## config.mk

```make
export PLATFORM = sky130hd
export DESIGN_NAME = moving_window_sum_and_mean_unit
export DESIGN_NICKNAME = d
export VERILOG_FILES = /design/src/rtl/mwsm_pkg.sv /design/src/rtl/mwsm_front.sv /design/src/rtl/mwsm_queue.sv /design/src/rtl/mwsm_divider.sv /design/src/rtl/moving_window_sum_and_mean_unit.sv
export SDC_FILE = /design/constraint.sdc
export NUM_CORES = 1
export LEC_CHECK = 0
export BUFFER_PORTS_ARGS = -buffer_cell sky130_fd_sc_hd__clkbuf_2
export CORE_UTILIZATION = 40
export CTS_CLUSTER_SIZE = 10
export DETAILED_ROUTE_END_ITERATION = 8
export PLACE_DENSITY = 0.61
export SLEW_MARGIN = 25
export SYNTH_ARGS = -nofsm -noshare
export SYNTH_HDL_FRONTEND = slang
export SYNTH_SLANG_ARGS = --single-unit
export TNS_END_PERCENT = 100
```

## constraint.sdc

```tcl
create_clock -name clock -period 15.3 [get_ports clock]
set_input_delay 0.765 -clock clock [delete_from_list [all_inputs] [get_ports clock]]
set_output_delay 0.765 -clock clock [all_outputs]
set_load 0.02 [all_outputs]
```

## src/rtl/mwsm_pkg.sv

```systemverilog
// Package for the moving window sum and mean unit.
// Field widths, queue depth and the queue entry type shared by all rtl files.
// No dependencies.
package mwsm_pkg;

   localparam int SAMPLE_W       = 16;
   localparam int SUM_W          = 22;
   localparam int MEAN_W         = 16;
   localparam int LEN_W          = 7;
   localparam int MAX_WINDOW_DEF = 64;
   localparam int Q_DEPTH        = 2;

   localparam logic [LEN_W-1:0] LEN_RESET = LEN_W'(3);

   typedef struct packed {
      logic signed [SUM_W-1:0] sum;
      logic                    full;
      logic [LEN_W-1:0]        len;
   } mwsm_entry_type;

endpackage

```

## src/rtl/mwsm_front.sv

```systemverilog
// Front end: request intake, window length register, sample history memory
// and running total. Pushes one entry per request into the queue.
// Depends on mwsm_pkg.
module mwsm_front #(
   parameter int MAX_WINDOW = mwsm_pkg::MAX_WINDOW_DEF
) (
   input  logic                                  clock,
   input  logic                                  reset,
   input  logic                                  req_valid,
   output logic                                  req_ready,
   input  logic signed [mwsm_pkg::SAMPLE_W-1:0]  req_sample,
   input  logic                                  req_last,
   input  logic                                  csr_valid,
   output logic                                  csr_ready,
   input  logic [mwsm_pkg::LEN_W-1:0]            csr_window_length,
   output logic                                  push_valid,
   input  logic                                  push_ready,
   output mwsm_pkg::mwsm_entry_type              push_entry
);
   import mwsm_pkg::*;

   localparam int PTR_W   = (MAX_WINDOW > 1) ? $clog2(MAX_WINDOW) : 1;
   localparam int TOT_W   = SAMPLE_W + PTR_W + 1;
   localparam int IX_W    = ((PTR_W > LEN_W) ? PTR_W : LEN_W) + 1;
   localparam int LEN_TOP = (1 << LEN_W) - 1;
   localparam int MAX_LEN = (MAX_WINDOW < LEN_TOP) ? MAX_WINDOW : LEN_TOP;

   typedef enum logic [1:0] {
      F_IDLE = 2'b01,
      F_UPD  = 2'b10
   } front_state_type;

   front_state_type             state_ff, state_in;
   logic [LEN_W-1:0]            len_ff, len_in;
   logic [LEN_W-1:0]            fill_ff, fill_in;
   logic [PTR_W-1:0]            wp_ff, wp_in;
   logic signed [TOT_W-1:0]     total_ff, total_in;
   logic signed [SAMPLE_W-1:0]  sample_ff;
   logic                        last_ff;
   logic signed [SAMPLE_W-1:0]  rd_data_ff;
   logic signed [SAMPLE_W-1:0]  hist [MAX_WINDOW];

   logic [LEN_W-1:0]            len_eff;
   logic [IX_W-1:0]             wp_x, len_x, old_x;
   logic [PTR_W-1:0]            old_idx, wp_next;
   logic                        evict, full_new, accept, commit;
   logic [LEN_W-1:0]            fill_new;
   logic signed [TOT_W-1:0]     total_new;

   always_comb begin
      priority if (len_ff == '0) begin
         len_eff = LEN_W'(1);
      end else if (len_ff > LEN_W'(MAX_LEN)) begin
         len_eff = LEN_W'(MAX_LEN);
      end else begin
         len_eff = len_ff;
      end
   end

   assign wp_x    = IX_W'(wp_ff);
   assign len_x   = IX_W'(len_eff);
   assign old_x   = (wp_x >= len_x) ? (wp_x - len_x) : (wp_x + IX_W'(MAX_WINDOW) - len_x);
   assign old_idx = old_x[PTR_W-1:0];
   assign wp_next = (wp_ff == PTR_W'(MAX_WINDOW - 1)) ? '0 : (wp_ff + 1'b1);

   assign evict     = (fill_ff >= len_eff);
   assign fill_new  = evict ? fill_ff : (fill_ff + 1'b1);
   assign full_new  = (fill_new >= len_eff);
   assign total_new = total_ff + TOT_W'(sample_ff)
                      - (evict ? TOT_W'(rd_data_ff) : TOT_W'(0));

   assign req_ready = (state_ff == F_IDLE);
   assign csr_ready = 1'b1;
   assign accept    = req_valid && req_ready;
   assign commit    = (state_ff == F_UPD) && push_ready;

   assign push_valid      = (state_ff == F_UPD);
   assign push_entry.sum  = full_new ? SUM_W'(total_new) : '0;
   assign push_entry.full = full_new;
   assign push_entry.len  = len_eff;

   always_comb begin
      state_in = state_ff;
      len_in   = len_ff;
      fill_in  = fill_ff;
      wp_in    = wp_ff;
      total_in = total_ff;
      unique case (state_ff)
         F_IDLE: begin
            if (accept) begin
               state_in = F_UPD;
            end
         end
         F_UPD: begin
            if (commit) begin
               state_in = F_IDLE;
               if (last_ff) begin
                  fill_in  = '0;
                  wp_in    = '0;
                  total_in = '0;
               end else begin
                  fill_in  = fill_new;
                  wp_in    = wp_next;
                  total_in = total_new;
               end
            end
         end
         default: begin
            state_in = F_IDLE;
         end
      endcase
      if (csr_valid && csr_ready) begin
         len_in   = csr_window_length;
         fill_in  = '0;
         wp_in    = '0;
         total_in = '0;
      end
   end

   always_ff @(posedge clock) begin
      if (reset) begin
         state_ff <= F_IDLE;
         len_ff   <= LEN_RESET;
         fill_ff  <= '0;
         wp_ff    <= '0;
         total_ff <= '0;
      end else begin
         state_ff <= state_in;
         len_ff   <= len_in;
         fill_ff  <= fill_in;
         wp_ff    <= wp_in;
         total_ff <= total_in;
      end
   end

   always_ff @(posedge clock) begin
      if (accept) begin
         sample_ff <= req_sample;
         last_ff   <= req_last;
      end
   end

   always_ff @(posedge clock) begin
      if (accept) begin
         rd_data_ff <= hist[old_idx];
      end
      if (commit) begin
         hist[wp_ff] <= sample_ff;
      end
   end

endmodule

```

## src/rtl/mwsm_queue.sv

```systemverilog
// Short queue of window entries between the front end and the divider.
// Depends on mwsm_pkg.
module mwsm_queue (
   input  logic                     clock,
   input  logic                     reset,
   input  logic                     push_valid,
   output logic                     push_ready,
   input  mwsm_pkg::mwsm_entry_type push_entry,
   output logic                     pop_valid,
   input  logic                     pop_ready,
   output mwsm_pkg::mwsm_entry_type pop_entry
);
   import mwsm_pkg::*;

   localparam int PTR_W = (Q_DEPTH > 1) ? $clog2(Q_DEPTH) : 1;
   localparam int CNT_W = $clog2(Q_DEPTH + 1);

   mwsm_entry_type     slot_ff [Q_DEPTH];
   logic [PTR_W-1:0]   wr_ff, wr_in, rd_ff, rd_in;
   logic [CNT_W-1:0]   count_ff, count_in;
   logic               do_push, do_pop;

   assign push_ready = (count_ff != CNT_W'(Q_DEPTH));
   assign pop_valid  = (count_ff != '0);
   assign pop_entry  = slot_ff[rd_ff];
   assign do_push    = push_valid && push_ready;
   assign do_pop     = pop_valid && pop_ready;

   always_comb begin
      wr_in    = wr_ff;
      rd_in    = rd_ff;
      count_in = count_ff;
      if (do_push) begin
         wr_in = (wr_ff == PTR_W'(Q_DEPTH - 1)) ? '0 : (wr_ff + 1'b1);
      end
      if (do_pop) begin
         rd_in = (rd_ff == PTR_W'(Q_DEPTH - 1)) ? '0 : (rd_ff + 1'b1);
      end
      if (do_push && !do_pop) begin
         count_in = count_ff + 1'b1;
      end else if (do_pop && !do_push) begin
         count_in = count_ff - 1'b1;
      end
   end

   always_ff @(posedge clock) begin
      if (reset) begin
         wr_ff    <= '0;
         rd_ff    <= '0;
         count_ff <= '0;
      end else begin
         wr_ff    <= wr_in;
         rd_ff    <= rd_in;
         count_ff <= count_in;
      end
   end

   always_ff @(posedge clock) begin
      if (do_push) begin
         slot_ff[wr_ff] <= push_entry;
      end
   end

endmodule

```

## src/rtl/mwsm_divider.sv

```systemverilog
// Back end: bit-serial signed division of the window sum by the window
// length, with the response output register. Depends on mwsm_pkg.
module mwsm_divider (
   input  logic                                clock,
   input  logic                                reset,
   input  logic                                pop_valid,
   output logic                                pop_ready,
   input  mwsm_pkg::mwsm_entry_type            pop_entry,
   output logic                                rsp_valid,
   input  logic                                rsp_ready,
   output logic signed [mwsm_pkg::SUM_W-1:0]   rsp_window_sum,
   output logic signed [mwsm_pkg::MEAN_W-1:0]  rsp_window_mean,
   output logic                                rsp_window_full
);
   import mwsm_pkg::*;

   localparam int STEP_W = $clog2(SUM_W + 1);

   typedef enum logic [2:0] {
      B_IDLE = 3'b001,
      B_DIV  = 3'b010,
      B_HOLD = 3'b100
   } back_state_type;

   back_state_type           state_ff, state_in;
   logic [STEP_W-1:0]        step_ff, step_in;
   logic [SUM_W-1:0]         quo_ff, quo_in;
   logic [LEN_W-1:0]         rem_ff, rem_in;
   logic [LEN_W-1:0]         div_ff;
   logic                     neg_ff;
   logic signed [SUM_W-1:0]  sum_ff;
   logic                     full_ff;
   logic signed [MEAN_W-1:0] mean_ff, mean_in;

   logic [LEN_W:0]           rem_shift;
   logic                     take;
   logic                     accept;
   logic [SUM_W-1:0]         quo_signed;

   assign pop_ready = (state_ff == B_IDLE);
   assign accept    = pop_valid && pop_ready;
   assign rem_shift = {rem_ff, quo_ff[SUM_W-1]};
   assign take      = (rem_shift >= {1'b0, div_ff});
   assign quo_signed = neg_ff ? (~quo_ff + 1'b1) : quo_ff;

   assign rsp_valid       = (state_ff == B_HOLD);
   assign rsp_window_sum  = sum_ff;
   assign rsp_window_mean = mean_ff;
   assign rsp_window_full = full_ff;

   always_comb begin
      state_in = state_ff;
      step_in  = step_ff;
      quo_in   = quo_ff;
      rem_in   = rem_ff;
      mean_in  = mean_ff;
      unique case (state_ff)
         B_IDLE: begin
            if (accept) begin
               state_in = B_DIV;
               step_in  = '0;
               rem_in   = '0;
               quo_in   = pop_entry.sum[SUM_W-1] ? (~pop_entry.sum + 1'b1) : pop_entry.sum;
            end
         end
         B_DIV: begin
            if (step_ff == STEP_W'(SUM_W)) begin
               state_in = B_HOLD;
               mean_in  = MEAN_W'(quo_signed);
            end else begin
               step_in = step_ff + 1'b1;
               quo_in  = {quo_ff[SUM_W-2:0], take};
               rem_in  = take ? LEN_W'(rem_shift - {1'b0, div_ff}) : rem_shift[LEN_W-1:0];
            end
         end
         B_HOLD: begin
            if (rsp_ready) begin
               state_in = B_IDLE;
            end
         end
         default: begin
            state_in = B_IDLE;
         end
      endcase
   end

   always_ff @(posedge clock) begin
      if (reset) begin
         state_ff <= B_IDLE;
      end else begin
         state_ff <= state_in;
      end
   end

   always_ff @(posedge clock) begin
      step_ff <= step_in;
      quo_ff  <= quo_in;
      rem_ff  <= rem_in;
      mean_ff <= mean_in;
      if (accept) begin
         div_ff  <= pop_entry.len;
         neg_ff  <= pop_entry.sum[SUM_W-1];
         sum_ff  <= pop_entry.sum;
         full_ff <= pop_entry.full;
      end
   end

endmodule

```

## src/rtl/moving_window_sum_and_mean_unit.sv

```systemverilog
// Top level of the moving window sum and mean unit: front end, entry queue
// and divider back end. Depends on mwsm_pkg, mwsm_front, mwsm_queue, mwsm_divider.
//
//   channel  signals                                       direction
//   req      req_valid/ready, req_sample, req_last         in
//   rsp      rsp_valid/ready, rsp_window_sum/mean/full     out
//   csr      csr_valid/ready, csr_window_length            in
//
// The front end takes a request in its idle state and pushes its entry after the
// registered history read; it takes no new request until that entry is pushed.
// The divider takes an entry, forms 22 quotient bits at one a cycle, loads the mean
// and presents the response, and takes no new entry until that response is taken.
// Synchronous reset; the history memory has no reset.
// A stalled response holds the divider; the queue absorbs up to 2 further requests.
module moving_window_sum_and_mean_unit #(
   parameter int MAX_WINDOW = mwsm_pkg::MAX_WINDOW_DEF
) (
   input  logic                                clock,
   input  logic                                reset,
   input  logic                                req_valid,
   output logic                                req_ready,
   input  logic signed [mwsm_pkg::SAMPLE_W-1:0] req_sample,
   input  logic                                req_last,
   output logic                                rsp_valid,
   input  logic                                rsp_ready,
   output logic signed [mwsm_pkg::SUM_W-1:0]   rsp_window_sum,
   output logic signed [mwsm_pkg::MEAN_W-1:0]  rsp_window_mean,
   output logic                                rsp_window_full,
   input  logic                                csr_valid,
   output logic                                csr_ready,
   input  logic [mwsm_pkg::LEN_W-1:0]          csr_window_length
);
   import mwsm_pkg::*;

   logic           push_valid, push_ready, pop_valid, pop_ready;
   mwsm_entry_type push_entry, pop_entry;

   mwsm_front #(
      .MAX_WINDOW (MAX_WINDOW)
   ) u_front (
      .clock             (clock),
      .reset             (reset),
      .req_valid         (req_valid),
      .req_ready         (req_ready),
      .req_sample        (req_sample),
      .req_last          (req_last),
      .csr_valid         (csr_valid),
      .csr_ready         (csr_ready),
      .csr_window_length (csr_window_length),
      .push_valid        (push_valid),
      .push_ready        (push_ready),
      .push_entry        (push_entry)
   );

   mwsm_queue u_queue (
      .clock      (clock),
      .reset      (reset),
      .push_valid (push_valid),
      .push_ready (push_ready),
      .push_entry (push_entry),
      .pop_valid  (pop_valid),
      .pop_ready  (pop_ready),
      .pop_entry  (pop_entry)
   );

   mwsm_divider u_divider (
      .clock           (clock),
      .reset           (reset),
      .pop_valid       (pop_valid),
      .pop_ready       (pop_ready),
      .pop_entry       (pop_entry),
      .rsp_valid       (rsp_valid),
      .rsp_ready       (rsp_ready),
      .rsp_window_sum  (rsp_window_sum),
      .rsp_window_mean (rsp_window_mean),
      .rsp_window_full (rsp_window_full)
   );

endmodule
```

Yosys cells after proc, flatten, opt, wreduce, memory -nomap -nowiden
Memory sizes are Yosys's and may differ from the RTL's. A register that Yosys moved wholly into a read port is not among the register bits.
Cells that the tools add are included.
- add/subtract/negate cells: 15
- $lt $le $gt $ge: 5
- eq/ne operators: 14
- muxes and demuxes: 37
- bitwise gates (word level): 2
- reduce and logical (&&, ||, !) cells: 17
- operators with widths (kind ; number):
    $mux W22 ; 4
    $mux W7 ; 7
    $mux W23 ; 2
    $pmux W22 S2 ; 1
    $add A23 B16 Y23 ; 1
    $sub A23 B23 Y23 ; 1
    $add A22 B1 Y22 const B ; 1
    $not A22 Y22 ; 1
    $mux W6 ; 3
    $add A16 B1 Y16 const B ; 1
    $mux W16 ; 1
    $not A16 Y16 ; 1
    $ge A7 B7 Y1 ; 2
    $pmux W7 S2 ; 1
    $add A6 B1 Y6 const B ; 2
    $sub A6 B6 Y6 ; 2
    $mux W5 ; 2
    $ne A2 B2 Y1 const B ; 5
    $pmux W5 S2 ; 1
    $mux W3 ; 3
    $pmux W3 S3 ; 1
    $ge A8 B7 Y1 ; 1
    $mux W2 ; 4
    $add A7 B1 Y7 const B ; 1
    24 further kinds ; 41
- register bits after elaboration: 150
- memory bits (writable): 1084
- input bits: 29
- word-level logic and storage cells: 111
- memories kept: 2
- memories (memory ; depth ; width ; rd ports ; clocked after memory_dff ; wr ports ; RTL line ; text):
    u_front.hist ; 64 ; 16 ; 1 ; 1 ; 1 ; mwsm_front.sv:41 ; logic signed [SAMPLE_W-1:0] hist [MAX_WINDOW];
    u_queue.slot_ff ; 2 ; 30 ; 1 ; 1 ; 1 ; mwsm_queue.sv:18 ; mwsm_entry_type slot_ff [Q_DEPTH];

Longest topological paths before layout
- word-level depth: 7
- depth in mapped cells: 22
- mapped depth without buffers: 21

Hierarchy
Synthesis repeated with hierarchy kept, for this count alone.
- cell total of the unflattened synthesis: 2597
- area, all modules: 50901.3 um^2
- by module, submodules not included (module ; instances ; cells an instance ; area each (um^2)):
    mwsm_front ; 1 ; 2143 ; 44372.6
    mwsm_divider ; 1 ; 337 ; 4151.5
    mwsm_queue ; 1 ; 117 ; 2377.3

Worst setup path before layout
OpenSTA, ideal clock, no wires.
- path type: flip-flop to flip-flop
- start: reg u_front.len_ff[1]
- end: mem u_queue.slot_ff[0][26] (netlist bit) (data pin)
- arrival: 4.575 ns
- path slack: 10.455 ns
- cell stages (with the launch flop): 22
- period minus slack after synthesis: 4.845 ns
- cell sequence: dfxtp_1 nor3_1 a21oi_1 nor2_1 ha_1 nand2b_1 a21o_1 a21o_1 a221oi_4 nor2_1 clkbuf_1 and2_1 fa_1 inv_1 fa_1 a211oi_1 o211ai_1 a31oi_1 o31ai_1 a21bo_2 xnor2_1 nor2_1
- RTL lines (item ; RTL line ; text):
    start: declaration ; mwsm_front.sv:34 ; logic [LEN_W-1:0] len_ff, len_in;
    start signal: assignment ; mwsm_front.sv:129 ; len_ff <= len_in;
    end: declaration ; mwsm_queue.sv:18 ;

==> run summary <==
Outcome - finished clean
Setup Viol. Count Final - 0
Area Overhead vs Synth - 13.3%
WP buf/inv - 4
Sequential area share after synthesis - 0.726
HP Class - in -> reg
Antenna violations before repair - 5
Pre-CTS setup slack - 8640 ps
Total gr overflow - 0
Final core occ - 0.458
Top delay family on crit path - buffers and inverters
Asr flop ratio synth - 0
Routed vias/inst - 5.51
Syn Area/Cell - 19.3 um2
P_leak - 18.8 nW
Pre-Repair DR Iteration Count - 7
Final max-slew violation count - 0
Post-Synthesis Cell Area - 0.0510 mm2
Total CTS buffers - 145
Drt total wl - 114 mm
Power per cell area - 142 mW/mm2
Final Critical Period - 6440 ps
#FFs+latches synth - 1,249
# IOs - 71
Diodes inserted - 0
Crit path kind - reg -> reg
Share of post-route cells with drive strength above 1 - 0.244
Measured slew at the worst slew-check pin - 1040 ps
Starting density of the core - 0.404
Top-count cell post-synth - edfxtp_1
Routed wire per std cell - 25.2 um
Post-CTS Hold Buffers - 0
Synth warn - 0
Fillers - 10,400
RSZ-0062 raised after global routing - no
Clock Path Buffers - 3
Synth Net Count - 2,748
TNS Setup - 0 ps
Area contributors post-synth - edfxtp_1, mux4_2, dfxtp_1, ha_1, mux2i_1
Vias in the first global route - 26,000
Largest net degree at the start of global routing - 106
Gr usage total - 0.179
Via count - 25,000
Synth top area share - 0.705
Final hold viol count - 0
Die Ht - 359 um
Critical path launch point type - flop
# resized after CTS - 0
Slew HR - 0.309
RePlAce Congestion - 0.804
Synth cell count leaders - edfxtp_1, mux4_2, nor2_1, inv_1, nand2_1
Synth area leader - edfxtp_1
Predominant post-synthesis flop cell - edfxtp_1
Max stage delay cell, worst path - fa_4
DPL Wire Length - 67.1 mm
Maxcap violations - 0
Setup Skew - 36.9 ps
Peak Freq - 155 MHz
Residual DRC - 0
Skew-Pair Late Insertion Delay - 740 ps
Post-CTS Setup Repair Bufs - 0
Clock sink total - 1,249
Post-synth EDFFs - 1,197
Unique masters post-synth - 70
Crit path max fanout - 105
Critical Path RT - 15,760 ps
CTS root buf - clkbuf_16
CTS tree - built
DRT antenna net count - 0
Worst VDD drop - 89.2 uV
Share of the clock period used by the worst path - 0.421
R2R setup slack - 8860 ps
H-tree Lvls - 4
IO buf count - 69
Overall power - 0.00819 W
Area of the core - 0.126 mm2
Die width - 359 um
Crit-path cells - nor3_1 > a21oi_1 > nor2_1 > ha_4 > inv_1 > fa_4 > buf_4 > buf_4 > buf_12 > mux4_2 > mux4_2 > mux2i_1 > mux2i_1
Die Area - 0.129 mm2
Clock Pin Slew Worst Setup and Hold Paths - 50 ps
Worst setup EP type - flop
Critical path arrival - 6910 ps
Fin nets - 2,937
Final setup margin - 8860 ps
Rows - 130
Initial DRC Count - 2,350
First-pass GRT wire length - 171 mm
Largest stage delay, worst path - 1350 ps
Mapped Cells - 2,640
[area by class of cell]
type                            count  area, um2  share of cell area
Inverter                          130        488             0.00845
Tap cell                         1650       2060              0.0357
Multi-Input combinational cell   1140      13100               0.226
Clock buffer                      190       3880              0.0672
Clock inverter                     13        199             0.00344
Timing Repair Buffer              163       1080              0.0188
Sequential cell                  1249      37000               0.640
[worst reg2reg max path: cells and delay by family (launching register included)]
family / cells / cell delay (ps)
fa+ha+maj: 2 / 1540
simple gates: 2 / 560
compound gates: 1 / 90
buf+inv: 4 / 2120
mux: 4 / 1580
flops: 1 / 320
[state kept, by name, indices dropped and copies added (netlist names), named ones only]
| name | flops |
|---|---|
| u_queue.wr_ff | 1 |
| u_divider.step_ff | 5 |
| u_queue.count_ff | 2 |
| u_divider.rem_ff | 7 |
| u_front.state_ff | 2 |
| u_front.total_ff | 22 |
| u_front.hist | 1024 |
| u_divider.rsp_window_mean | 16 |
| u_queue.rd_ff | 1 |
| u_front.sample_ff | 16 |
| u_divider.state_ff | 3 |
| u_divider.quo_ff | 22 |
| u_front.wp_ff | 6 |
| u_divider.rsp_window_full | 1 |
| u_queue.slot_ff | 60 |
| u_divider.rsp_window_sum | 22 |
| u_front.fill_ff | 7 |
| u_front.len_ff | 7 |
| u_front.last_ff | 1 |
| u_divider.div_ff | 7 |
| u_front.rd_data_ff | 16 |
[metrics by stage]
step	instance area, um2	cells	hold slack, ps
6_report	57800	4535	211
4_1_cts	57800	4535	166
3_3_place_gp	53600	4331	444
5_1_grt	57800	4535	177
2_1_floorplan	51000	2640	425
3_5_place_dp	53700	4332	458
[logic make-up (layout without fill, tap and decap cells)]
logic type	count (synthesis)	in the layout	synth area share
buffers and inverters	251	496	0.0213
AND/OR/NAND/NOR	376	376	0.0341
XOR/XNOR	71	71	0.0125
flip-flops	1249	1249	0.726
multiplexers	409	409	0.159
adder cells (fa/ha/maj)	79	79	0.0228
other	1	1	0.0000736
AO/OA/AOI/OAI	204	204	0.0242
[final timing paths]
| kind | startpoint | cells past startpoint | to |
|---|---|---|---|
| max | u_front.len_ff[1] | 13 | u_front.rd_data_ff[15] |
| min | req_sample[15] | 1 | u_front.sample_ff[15] |
| max reg2reg | u_front.len_ff[1] | 13 | u_front.rd_data_ff[15] |
| min reg2reg | u_front.total_ff[16] | 2 | u_front.total_ff[16] |
[layer usage]
layer / global-route usage / vias up / share of wire
li1: - / 10900 / -
met1: 0.246 / 13100 / 0.42
met2: 0.292 / 885 / 0.49
met3: 0.0351 / 152 / 0.071
met4: 0.0478 / 2 / 0.018
met5: 0 / - / 0.000061
[power breakdown]
| group | leakage (nW) | switching (W) | internal, W |
|---|---|---|---|
| clock network | 1.98 | 0.00127 | 0.00178 |
| logic | 5.64 | 0.000657 | 0.000488 |
| registers | 11.2 | 0.0000843 | 0.00391 |
[placed cells by master, fill, tap and decap left out, types with 20 or more instances in the layout]
cell,instances
o21ai_0,72
mux2_2,20
fa_1,22
clkbuf_16,149
dfxtp_1,51
inv_1,129
buf_4,92
clkbuf_1,41
edfxtp_1,1197
mux2i_1,68
xnor2_1,51
ha_1,55
nand2_1,89
nor2_1,145
a21oi_1,60
mux4_2,320
clkbuf_2,69
No activity file was read; power rests on OpenSTA's default activity.
